[config.mk]
export PLATFORM = sky130hd
export DESIGN_NAME = two_street_traffic_light_sequencer_core
export DESIGN_NICKNAME = d
export VERILOG_FILES = /design/src/hdl/tlsq_pkg.sv /design/src/hdl/two_street_traffic_light_sequencer_core.sv /design/src/hdl/tlsq_cfg_regs.sv /design/src/hdl/tlsq_step.sv
export VERILOG_INCLUDE_DIRS = /design/src /design/src/hdl
export SDC_FILE = /design/constraint.sdc
export NUM_CORES = 1
export LEC_CHECK = 0
export ABC_AREA = 1
export BUFFER_PORTS_ARGS = -buffer_cell sky130_fd_sc_hd__buf_2
export CORE_UTILIZATION = 50
export CTS_CLUSTER_DIAMETER = 40
export CTS_CLUSTER_SIZE = 28
export DETAILED_ROUTE_END_ITERATION = 12
export HOLD_SLACK_MARGIN = 0.05
export PLACE_DENSITY = 0.82
export SETUP_SLACK_MARGIN = 0.02
export SYNTH_ARGS = -nofsm -noshare
export SYNTH_HDL_FRONTEND = slang
export SYNTH_SLANG_ARGS = --single-unit
[constraint.sdc]
create_clock -name clk -period 2.1 [get_ports clk]
set_input_delay 0.105 -clock clk [delete_from_list [all_inputs] [get_ports clk]]
set_output_delay 0.105 -clock clk [all_outputs]
set_load 0.01 [all_outputs]
[src/hdl/two_street_traffic_light_sequencer_core_assert.svh]
// ---------------------------------------------------------------------------
// Assertion macros for the traffic light sequencer
// Clocked on clk, disabled while rst is high.
// ---------------------------------------------------------------------------
`ifndef TWO_STREET_TRAFFIC_LIGHT_SEQUENCER_CORE_ASSERT_SVH
`define TWO_STREET_TRAFFIC_LIGHT_SEQUENCER_CORE_ASSERT_SVH

// Same-cycle implication
`define TLSQ_ASSERT_NOW(label, ante, cons) \
  label: assert property (@(posedge clk) disable iff (rst) (ante) |-> (cons)) \
    else $error("tlsq: same-cycle check failed");

// Next-cycle implication
`define TLSQ_ASSERT_NEXT(label, ante, cons) \
  label: assert property (@(posedge clk) disable iff (rst) (ante) |=> (cons)) \
    else $error("tlsq: next-cycle check failed");

`endif

[src/hdl/tlsq_pkg.sv]
// ---------------------------------------------------------------------------
// tlsq_pkg
// Types and constants shared by the traffic light sequencer modules.
// ---------------------------------------------------------------------------
package tlsq_pkg;

  localparam int unsigned COUNT_W = 8;
  localparam int unsigned CFG_W   = 8;

  typedef enum logic [1:0] {
    LAMP_OFF   = 2'd0,
    LAMP_GREEN = 2'd1,
    LAMP_AMBER = 2'd2,
    LAMP_RED   = 2'd3
  } lamp_t;

  typedef enum logic [1:0] {
    OP_TICK  = 2'd0,
    OP_ON    = 2'd1,
    OP_OFF   = 2'd2,
    OP_FORCE = 2'd3
  } op_t;

  typedef enum logic [1:0] {
    CFG_A_GREEN_END = 2'd0,
    CFG_A_AMBER_END = 2'd1,
    CFG_B_GREEN_END = 2'd2,
    CFG_CYCLE_END   = 2'd3
  } cfg_reg_t;

  localparam logic              STREET_A = 1'b0;
  localparam logic [CFG_W-1:0]  A_GREEN_END_RST = 8'd20;
  localparam logic [CFG_W-1:0]  A_AMBER_END_RST = 8'd25;
  localparam logic [CFG_W-1:0]  B_GREEN_END_RST = 8'd45;
  localparam logic [CFG_W-1:0]  CYCLE_END_RST   = 8'd50;

  typedef struct packed {
    op_t  op;
    logic street;
  } cmd_t;

  typedef struct packed {
    lamp_t light_a;
    lamp_t light_b;
  } lights_t;

  typedef struct packed {
    logic [CFG_W-1:0] a_green_end;
    logic [CFG_W-1:0] a_amber_end;
    logic [CFG_W-1:0] b_green_end;
    logic [CFG_W-1:0] cycle_end;
  } timing_t;

  typedef struct packed {
    logic [COUNT_W-1:0] phase_count;
    lamp_t              lamp_a;
    lamp_t              lamp_b;
  } seq_state_t;

endpackage

[src/hdl/two_street_traffic_light_sequencer_core.sv]
// ---------------------------------------------------------------------------
// two_street_traffic_light_sequencer_core
// Two-street crossing controller driven by tick and command transfers.
// ---------------------------------------------------------------------------
// Usage:
//   cmd channel (cmd_valid/cmd_stall/cmd) carries one tick, on, off or
//   force-clear command per transfer. lights channel
//   (lights_valid/lights_stall/lights) returns both lamp states after
//   every command, one result per command, in order.
//   A command goes from the transfer into the command register and then
//   into the result register, where the counter and lamp state are
//   updated as the result is loaded; lights_valid rises as the result
//   register loads. One command is taken per cycle while the receiver
//   does not stall; the lamp state register feeds its own next value
//   through a single compare-and-update step.
//   cmd_stall rises only when both registers hold data and the receiver
//   stalls; a stalled result holds its value. Reset clears both lamps to
//   off, the counter to zero and the timing registers to 20, 25, 45 and
//   50 ticks. The user must write the timing registers through
//   cfg_write/cfg_index/cfg_data while the block is idle; it is not enforced.
// ---------------------------------------------------------------------------
module two_street_traffic_light_sequencer_core (
  input  logic                clk,
  input  logic                rst,
  input  logic                cmd_valid,
  output logic                cmd_stall,
  input  tlsq_pkg::cmd_t      cmd,
  output logic                lights_valid,
  input  logic                lights_stall,
  output tlsq_pkg::lights_t   lights,
  input  logic                cfg_write,
  input  tlsq_pkg::cfg_reg_t  cfg_index,
  input  logic [7:0]          cfg_data
);
  import tlsq_pkg::*;

  `include "two_street_traffic_light_sequencer_core_assert.svh"

  timing_t    timing;
  cmd_t       cmd_q;
  logic       cmd_q_valid;
  seq_state_t state;
  seq_state_t state_next;
  logic       out_free;
  logic       stage_adv;
  logic       cmd_take;

  tlsq_cfg_regs u_cfg (
    .clk       (clk),
    .rst       (rst),
    .cfg_write (cfg_write),
    .cfg_index (cfg_index),
    .cfg_data  (cfg_data),
    .timing    (timing)
  );

  tlsq_step u_step (
    .cmd    (cmd_q),
    .cur    (state),
    .timing (timing),
    .nxt    (state_next)
  );

  assign out_free  = !lights_valid || !lights_stall;
  assign stage_adv = cmd_q_valid && out_free;
  assign cmd_stall = cmd_q_valid && !out_free;
  assign cmd_take  = cmd_valid && !cmd_stall;

  // command register
  always_ff @(posedge clk) begin
    if (rst) begin
      cmd_q_valid <= 1'b0;
    end else if (!cmd_q_valid || out_free) begin
      cmd_q_valid <= cmd_valid;
    end
  end

  always_ff @(posedge clk) begin
    if (cmd_take) begin
      cmd_q <= cmd;
    end
  end

  // sequencer state, updated as the result register loads
  always_ff @(posedge clk) begin
    if (rst) begin
      state.phase_count <= '0;
      state.lamp_a      <= LAMP_OFF;
      state.lamp_b      <= LAMP_OFF;
    end else if (stage_adv) begin
      state <= state_next;
    end
  end

  // result register
  always_ff @(posedge clk) begin
    if (rst) begin
      lights_valid <= 1'b0;
    end else if (out_free) begin
      lights_valid <= cmd_q_valid;
    end
  end

  always_ff @(posedge clk) begin
    if (stage_adv) begin
      lights.light_a <= state_next.lamp_a;
      lights.light_b <= state_next.lamp_b;
    end
  end

  `TLSQ_ASSERT_NOW(a_off_pair, state.lamp_a == LAMP_OFF, state.lamp_b == LAMP_OFF)
  `TLSQ_ASSERT_NEXT(a_result_matches_state, stage_adv,
                    lights.light_a == state.lamp_a && lights.light_b == state.lamp_b)
  `TLSQ_ASSERT_NEXT(a_held_cmd_kept, cmd_q_valid && !out_free, cmd_q_valid && $stable(cmd_q))
  `TLSQ_ASSERT_NOW(a_stall_only_full, cmd_stall, cmd_q_valid && lights_valid && lights_stall)

endmodule

[src/hdl/tlsq_cfg_regs.sv]
// ---------------------------------------------------------------------------
// tlsq_cfg_regs
// Timing registers written through the plain configuration port.
// ---------------------------------------------------------------------------
module tlsq_cfg_regs (
  input  logic                     clk,
  input  logic                     rst,
  input  logic                     cfg_write,
  input  tlsq_pkg::cfg_reg_t       cfg_index,
  input  logic [7:0]               cfg_data,
  output tlsq_pkg::timing_t        timing
);
  import tlsq_pkg::*;

  timing_t timing_next;

  always_comb begin
    timing_next = timing;
    if (cfg_write) begin
      case (cfg_index)
        CFG_A_GREEN_END: timing_next.a_green_end = cfg_data;
        CFG_A_AMBER_END: timing_next.a_amber_end = cfg_data;
        CFG_B_GREEN_END: timing_next.b_green_end = cfg_data;
        CFG_CYCLE_END:   timing_next.cycle_end   = cfg_data;
        default:         timing_next = timing;
      endcase
    end
  end

  always_ff @(posedge clk) begin
    if (rst) begin
      timing.a_green_end <= A_GREEN_END_RST;
      timing.a_amber_end <= A_AMBER_END_RST;
      timing.b_green_end <= B_GREEN_END_RST;
      timing.cycle_end   <= CYCLE_END_RST;
    end else begin
      timing <= timing_next;
    end
  end

endmodule

[src/hdl/tlsq_step.sv]
// ---------------------------------------------------------------------------
// tlsq_step
// Next-state logic: applies one command to the counter and lamp state.
// ---------------------------------------------------------------------------
module tlsq_step (
  input  tlsq_pkg::cmd_t       cmd,
  input  tlsq_pkg::seq_state_t cur,
  input  tlsq_pkg::timing_t    timing,
  output tlsq_pkg::seq_state_t nxt
);
  import tlsq_pkg::*;

  logic               lights_on;
  logic [COUNT_W-1:0] count_inc;

  assign lights_on = (cur.lamp_a != LAMP_OFF);
  assign count_inc = cur.phase_count + COUNT_W'(1);

  always_comb begin
    nxt = cur;
    case (cmd.op)
      OP_TICK: begin
        if (lights_on) begin
          nxt.phase_count = count_inc;
          // first matching end point wins
          if (count_inc == timing.a_green_end) begin
            nxt.lamp_a = LAMP_AMBER;
          end else if (count_inc == timing.a_amber_end) begin
            nxt.lamp_a = LAMP_RED;
            nxt.lamp_b = LAMP_GREEN;
          end else if (count_inc == timing.b_green_end) begin
            nxt.lamp_b = LAMP_AMBER;
          end else if (count_inc == timing.cycle_end) begin
            nxt.lamp_a      = LAMP_GREEN;
            nxt.lamp_b      = LAMP_RED;
            nxt.phase_count = '0;
          end
        end
      end
      OP_ON: begin
        if (!lights_on) begin
          nxt.lamp_a      = LAMP_GREEN;
          nxt.lamp_b      = LAMP_RED;
          nxt.phase_count = '0;
        end
      end
      OP_OFF: begin
        // counter keeps its value
        if (lights_on) begin
          nxt.lamp_a = LAMP_OFF;
          nxt.lamp_b = LAMP_OFF;
        end
      end
      OP_FORCE: begin
        if (lights_on) begin
          if (cmd.street == STREET_A) begin
            if (cur.lamp_b == LAMP_GREEN) begin
              nxt.lamp_b      = LAMP_AMBER;
              nxt.phase_count = timing.b_green_end;
            end else begin
              nxt.lamp_b      = LAMP_RED;
              nxt.lamp_a      = LAMP_GREEN;
              nxt.phase_count = '0;
            end
          end else begin
            if (cur.lamp_a == LAMP_GREEN) begin
              nxt.lamp_a      = LAMP_AMBER;
              nxt.phase_count = timing.a_green_end;
            end else begin
              nxt.lamp_a      = LAMP_RED;
              nxt.lamp_b      = LAMP_GREEN;
              nxt.phase_count = timing.a_amber_end;
            end
          end
        end
      end
      default: nxt = cur;
    endcase
  end

endmodule
Word-level counts from Yosys, hierarchy flattened
Cells that the tools add are included.

cells by class
  add/sub/neg operators = 1
  equality and inequality tests = 15
  multiplexer cells = 25
  reduce and logical (&&, ||, !) cells = 19

operator list
  kind                                                             count
  12-bit two-way mux                                               10
  8-bit == test                                                    4
  8-bit two-way mux                                                3
  8-bit case mux with 3 select lines                               1
  10-bit two-way mux                                               2
  4-bit case mux with 4 select lines                               1
  2-bit two-way mux                                                5
  8-bit by 1-bit adder with 8-bit output, second input constant    1
  2-bit by 1-bit == test with 1-bit output, second input constant  4
  2-bit == test, second input constant                             4
  4-bit two-way mux                                                2
  2-bit AND reduction                                              4
  1-bit zero test                                                  5
  5-bit AND reduction                                              1
  2-bit zero test                                                  2
  2-bit by 1-bit != test with 1-bit output, second input constant  2
  1-bit logical AND                                                3
  3-bit nonzero test                                               1
  1-bit logical OR                                                 2
  2-bit != test, second input constant                             1
  2-bit nonzero test                                               1
  1-bit two-way mux                                                1

storage, ports and cells
  register bits = 53
  input port bits = 18
  output and inout bits = 6
  logic and storage cells = 73

Longest topological paths before layout
  depth after elaboration = 13
  gate-level depth with buffers = 18

By module
A second synthesis with hierarchy kept.

unflattened totals
  cells, all modules = 619
  area, all modules = 3987.6 um^2

by module, submodules not included
  module                                   instances  cells each  area each (um^2)  seq. area each (um^2)
  tlsq_step                                1          331         1712.9            0.0
  tlsq_cfg_regs                            1          190         1398.8            640.6
  two_street_traffic_light_sequencer_core  1          98          875.8             490.5

Worst setup path after synthesis
OpenSTA, ideal clock, no wires.

  path kind = reg-to-reg
  start point = reg state[5] in the netlist's numbering
  end point = reg lights[0] in the netlist's numbering, data pin
  library setup time = 0.251 ns
  data arrival time = 1.700 ns
  setup slack = 0.149 ns
  stages on the path, launching flop included = 15
  path buffers = 1
  cells stage by stage = dfxtp_1 > ha_1 > clkbuf_1 > xnor2_1 > nand2_1 > nor2_1 > nand3_1 > nor2_1 > nand3_2 > nand2_1 > inv_2 > nand2_1 > nand3_1 > nand2_1 > inv_1

RTL lines
  item                    line                                           RTL
  from (decl)             two_street_traffic_light_sequencer_core.sv:42  seq_state_t state;
  from (signal assigned)  two_street_traffic_light_sequencer_core.sv:91  state <= state_next;
  to (decl)               two_street_traffic_light_sequencer_core.sv:30  output tlsq_pkg::lights_t lights,

==> results.json <==
{
  "nFillCells": 506,
  "clkPwrFrac_pct": 27.9,
  "synth_top_family_by_area": "simple AND/OR/NAND/NOR gates",
  "ys_types": 30,
  "drtPass1Iterations": 5,
  "fin_total_pwr_w": 0.00229,
  "cp_slowest_cell": "dfxtp_4",
  "critPathKind": "register to register",
  "synth_fa_ha_area_share_pct": 0.718,
  "grt_pass1_vias": 2884,
  "cts_tree": "done",
  "wl_per_cell_um": 15.0,
  "power_frac_comb_pct": 22.3,
  "track_usage_pct": 27.5,
  "fp.dieH_um": 81.2,
  "n_antenna_cell": 0,
  "drc": 0,
  "drtIter0Drc": 462,
  "setup_viol": 2,
  "critPathCaptureType": "register",
  "most-common-layout-cells": "nand2_1 (95), inv_1 (62), nor2_1 (44), o21ai_0 (44), dfxtp_1 (41)",
  "gp_congestion": 0.961,
  "grt_overflow_total": 0,
  "hpwl_um": 6260,
  "crit_chain": "ha_4, nand2_4, nor2_4, nand2_1, nand3_1, nand3_1, nor2_2, nand2_1, nor2_2, nand2_2, inv_2, nand2_4, nand3_2, nand2_1",
  "cp.required_ns": 2.17,
  "io_pins": 24,
  "muxShareOfSynthArea_pct": 0,
  "htreeDepth": 2,
  "cpPeakStageDelay_ns": 0.37,
  "synth_top_area_share_pct": 29.3,
  "synth_area_leaders": "dfxtp_1 (29%), nand2_1 (13%), nand3_1 (7.5%)",
  "synth_nets": 500,
  "worstPathMaxFanout": 5,
  "cpLargestDelayFamily": "simple AND/OR/NAND/NOR gates",
  "dieWidth_um": 81.2,
  "outcome": "complete, but fails checks",
  "grt_max_degree": 39,
  "postLayoutCellArea_mm2": 0.00388,
  "cp.arrival_ns": 2.21,
  "seqPwrFrac_pct": 49.8,
  "finalWirelength_um": 9100,
  "dieArea_mm2": 0.00660,
  "cts_root_buf": "clkbuf_8",
  "placed_cell_area_mm2": 0.00341,
  "final_hold_viol_count": 0,
  "postRouteAntennaNets": 0,
  "worst_slack_ns": -0.0360,
  "path_clk_slew_ns": 0.09,
  "drive_gt1_share_pct": 23.8,
  "finalCriticalPeriod_ns": 2.14,
  "multi_input_area_mm2": 0.00193,
  "placementRows": 28,
  "start_util_pct": 52.4,
  "synth-compound-area-share_pct": 17.3,
  "syn_avg_cell_area_um2": 6.52,
  "yosys.area_share.simple_pct": 34.6,
  "critical_path.most_common_cell": "nand2_1",
  "crit_path_start": "state[5]$_SDFFE_PP0P_",
  "min_from": "cmd_valid",
  "synthCells": 481,
  "area.growth.synth_to_final_pct": 23.8,
  "power.leakage_nw": 1.80,
  "p_switching_w": 0.000710,
  "clk_path_buf_depth": 2,
  "layout_worst_path_cycle_share_pct": 102,
  "hp-class": "input port to register",
  "grt_pass1_wl_um": 13700,
  "cts.sinks": 53,
  "drt-vias-per-instance": 5.70,
  "grt_setup_unrepaired": "true",
  "maxCapViolCount": 0,
  "reg2reg_from": "state[5]$_SDFFE_PP0P_",
  "synthXorXnorAreaFrac_pct": 1.67,
  "insertion_delay_ns": 0.31,
  "fmax_mhz": 468,
  "port_buffers": 23,
  "skew_ns": 0.00611,
  "powerDensity_mw_per_mm2": 590,
  "worst_pin_slew_ns": 0.670,
  "dpl_worst_slack_ns": -0.00826,
  "slew_headroom_pct": 55.1,
  "violations": "negative setup slack",
  "synthesis.area_mm2": 0.00314,
  "ir_worst_vdd_mv": 0.396,
  "ys_seq_elements": 53,
  "yosysSeqAreaShare_pct": 36.0,
  "cp-start-kind": "register",
  "swShare_pct": 31.0,
  "cts_made_buffers": 5,
  "nets": 548,
  "mostFrequentLayoutCell": "nand2_1",
  "regArea_mm2": 0.00114,
  "antenna_found_initial": 0,
  "critical_path_buf_inv_count": 1,
  "yosysTopAreaCell": "dfxtp_1",
  "internal_power_w": 0.00158,
  "yosysWarnings": 0,
  "coreArea_mm2": 0.00599,
  "via_count": 3449,
  "maxSlewViolCount": 0
}
[final timing paths]
check,end,slack (ns),depth (start not counted)
max,lights[3]$_DFFE_PP_,-0.04,14
min,cmd_q_valid$_SDFFE_PP0N_,0.06,3
max reg2reg,lights[3]$_DFFE_PP_,-0.04,14
min reg2reg,u_cfg.timing[3]$_SDFFE_PP0P_,0.48,2
[cell type report]
cell class / count / area share [%]
sequential: 53 / 29.3
clock inverter: 1 / 0.129
inverter: 68 / 6.77
multi-input combinational: 350 / 49.8
timing repair buffer: 51 / 9.05
tap: 75 / 2.42
clock buffer: 7 / 2.48
[logic make-up after synthesis]
group                    Yosys count
AND/OR/NAND/NOR                  243
XOR/XNOR                           6
buffers and inverters             79
flip-flops                        53
AO/OA/AOI/OAI                     98
adder cells (fa/ha/maj)            2
[registers in the layout, summed over array words and instances, names as in the netlist]
name / count
u_cfg.timing: 32
state: 12
lights: 4
cmd_q: 3
cmd_q_valid: 1
lights_valid: 1
[Yosys cell counts]
cell type	count
inv_1	62
o211ai_1	9
edfxtp_1	7
nand2_4	1
nand3_1	47
a31oi_1	8
nor2_8	1
xor2_1	3
nand2_1	111
nand2_2	11
a2bb2oi_1	1
dfxtp_1	46
a21oi_1	25
a22oi_1	2
nand3_2	5
xnor2_1	3
nor2_1	52
o21ai_0	44
o22ai_1	8
nor3_1	6
clkbuf_1	10
clkinv_1	1
buf_4	1
nor2_2	7
ha_1	1
maj3_1	1
or2_2	1
inv_2	5
nor3_2	1
o31ai_1	1
[metrics by stage]
stage	cells	util (%)	setup TNS [ns]	hold WS, ns
after floorplan	481	-	0	0.204
after global placement	583	57.0	0	0.282
after detailed placement	583	57.0	-0.00826	0.284
after CTS	597	60.2	0	0.0584
after global routing	605	64.8	-1.11	0.0628
final	605	64.8	-0.0599	0.0616
[repair_timing]
action,CTS,global route
hold buffers,6,0
buffers inserted,0,7
gates resized for setup,6,60
endpoints found under the hold margin,6,0
gates cloned,0,1
pin swaps,1,25
setup endpoints to repair,4,16
[power groups by stage]
stage                     registers [W]  logic (W)  clock network (W)
after global placement          0.00116   0.000414                  0
after CTS                       0.00113   0.000437           0.000648
after global routing            0.00115   0.000565           0.000678
after floorplan                 0.00115   0.000297                  0
final                           0.00114   0.000510           0.000639
after detailed placement        0.00116   0.000423                  0
[worst reg2reg max path: cells and delay by family (launching register included)]
| kind | cells | cell delay (ns) |
|---|---|---|
| and+or+nand+nor | 12 | 1.29 |
| DFF | 1 | 0.37 |
| adders and majority gates | 1 | 0.15 |
| buffers and inverters | 1 | 0.09 |
[per-layer routing]
layer | wire, µm | global-route usage [%]
met2 | 4200 | 41.0
met4 | 239 | 10.9
met5 | 0 | 0
met3 | 804 | 3.60
met1 | 3860 | 39.6
(Power assumes the default switching activity.)
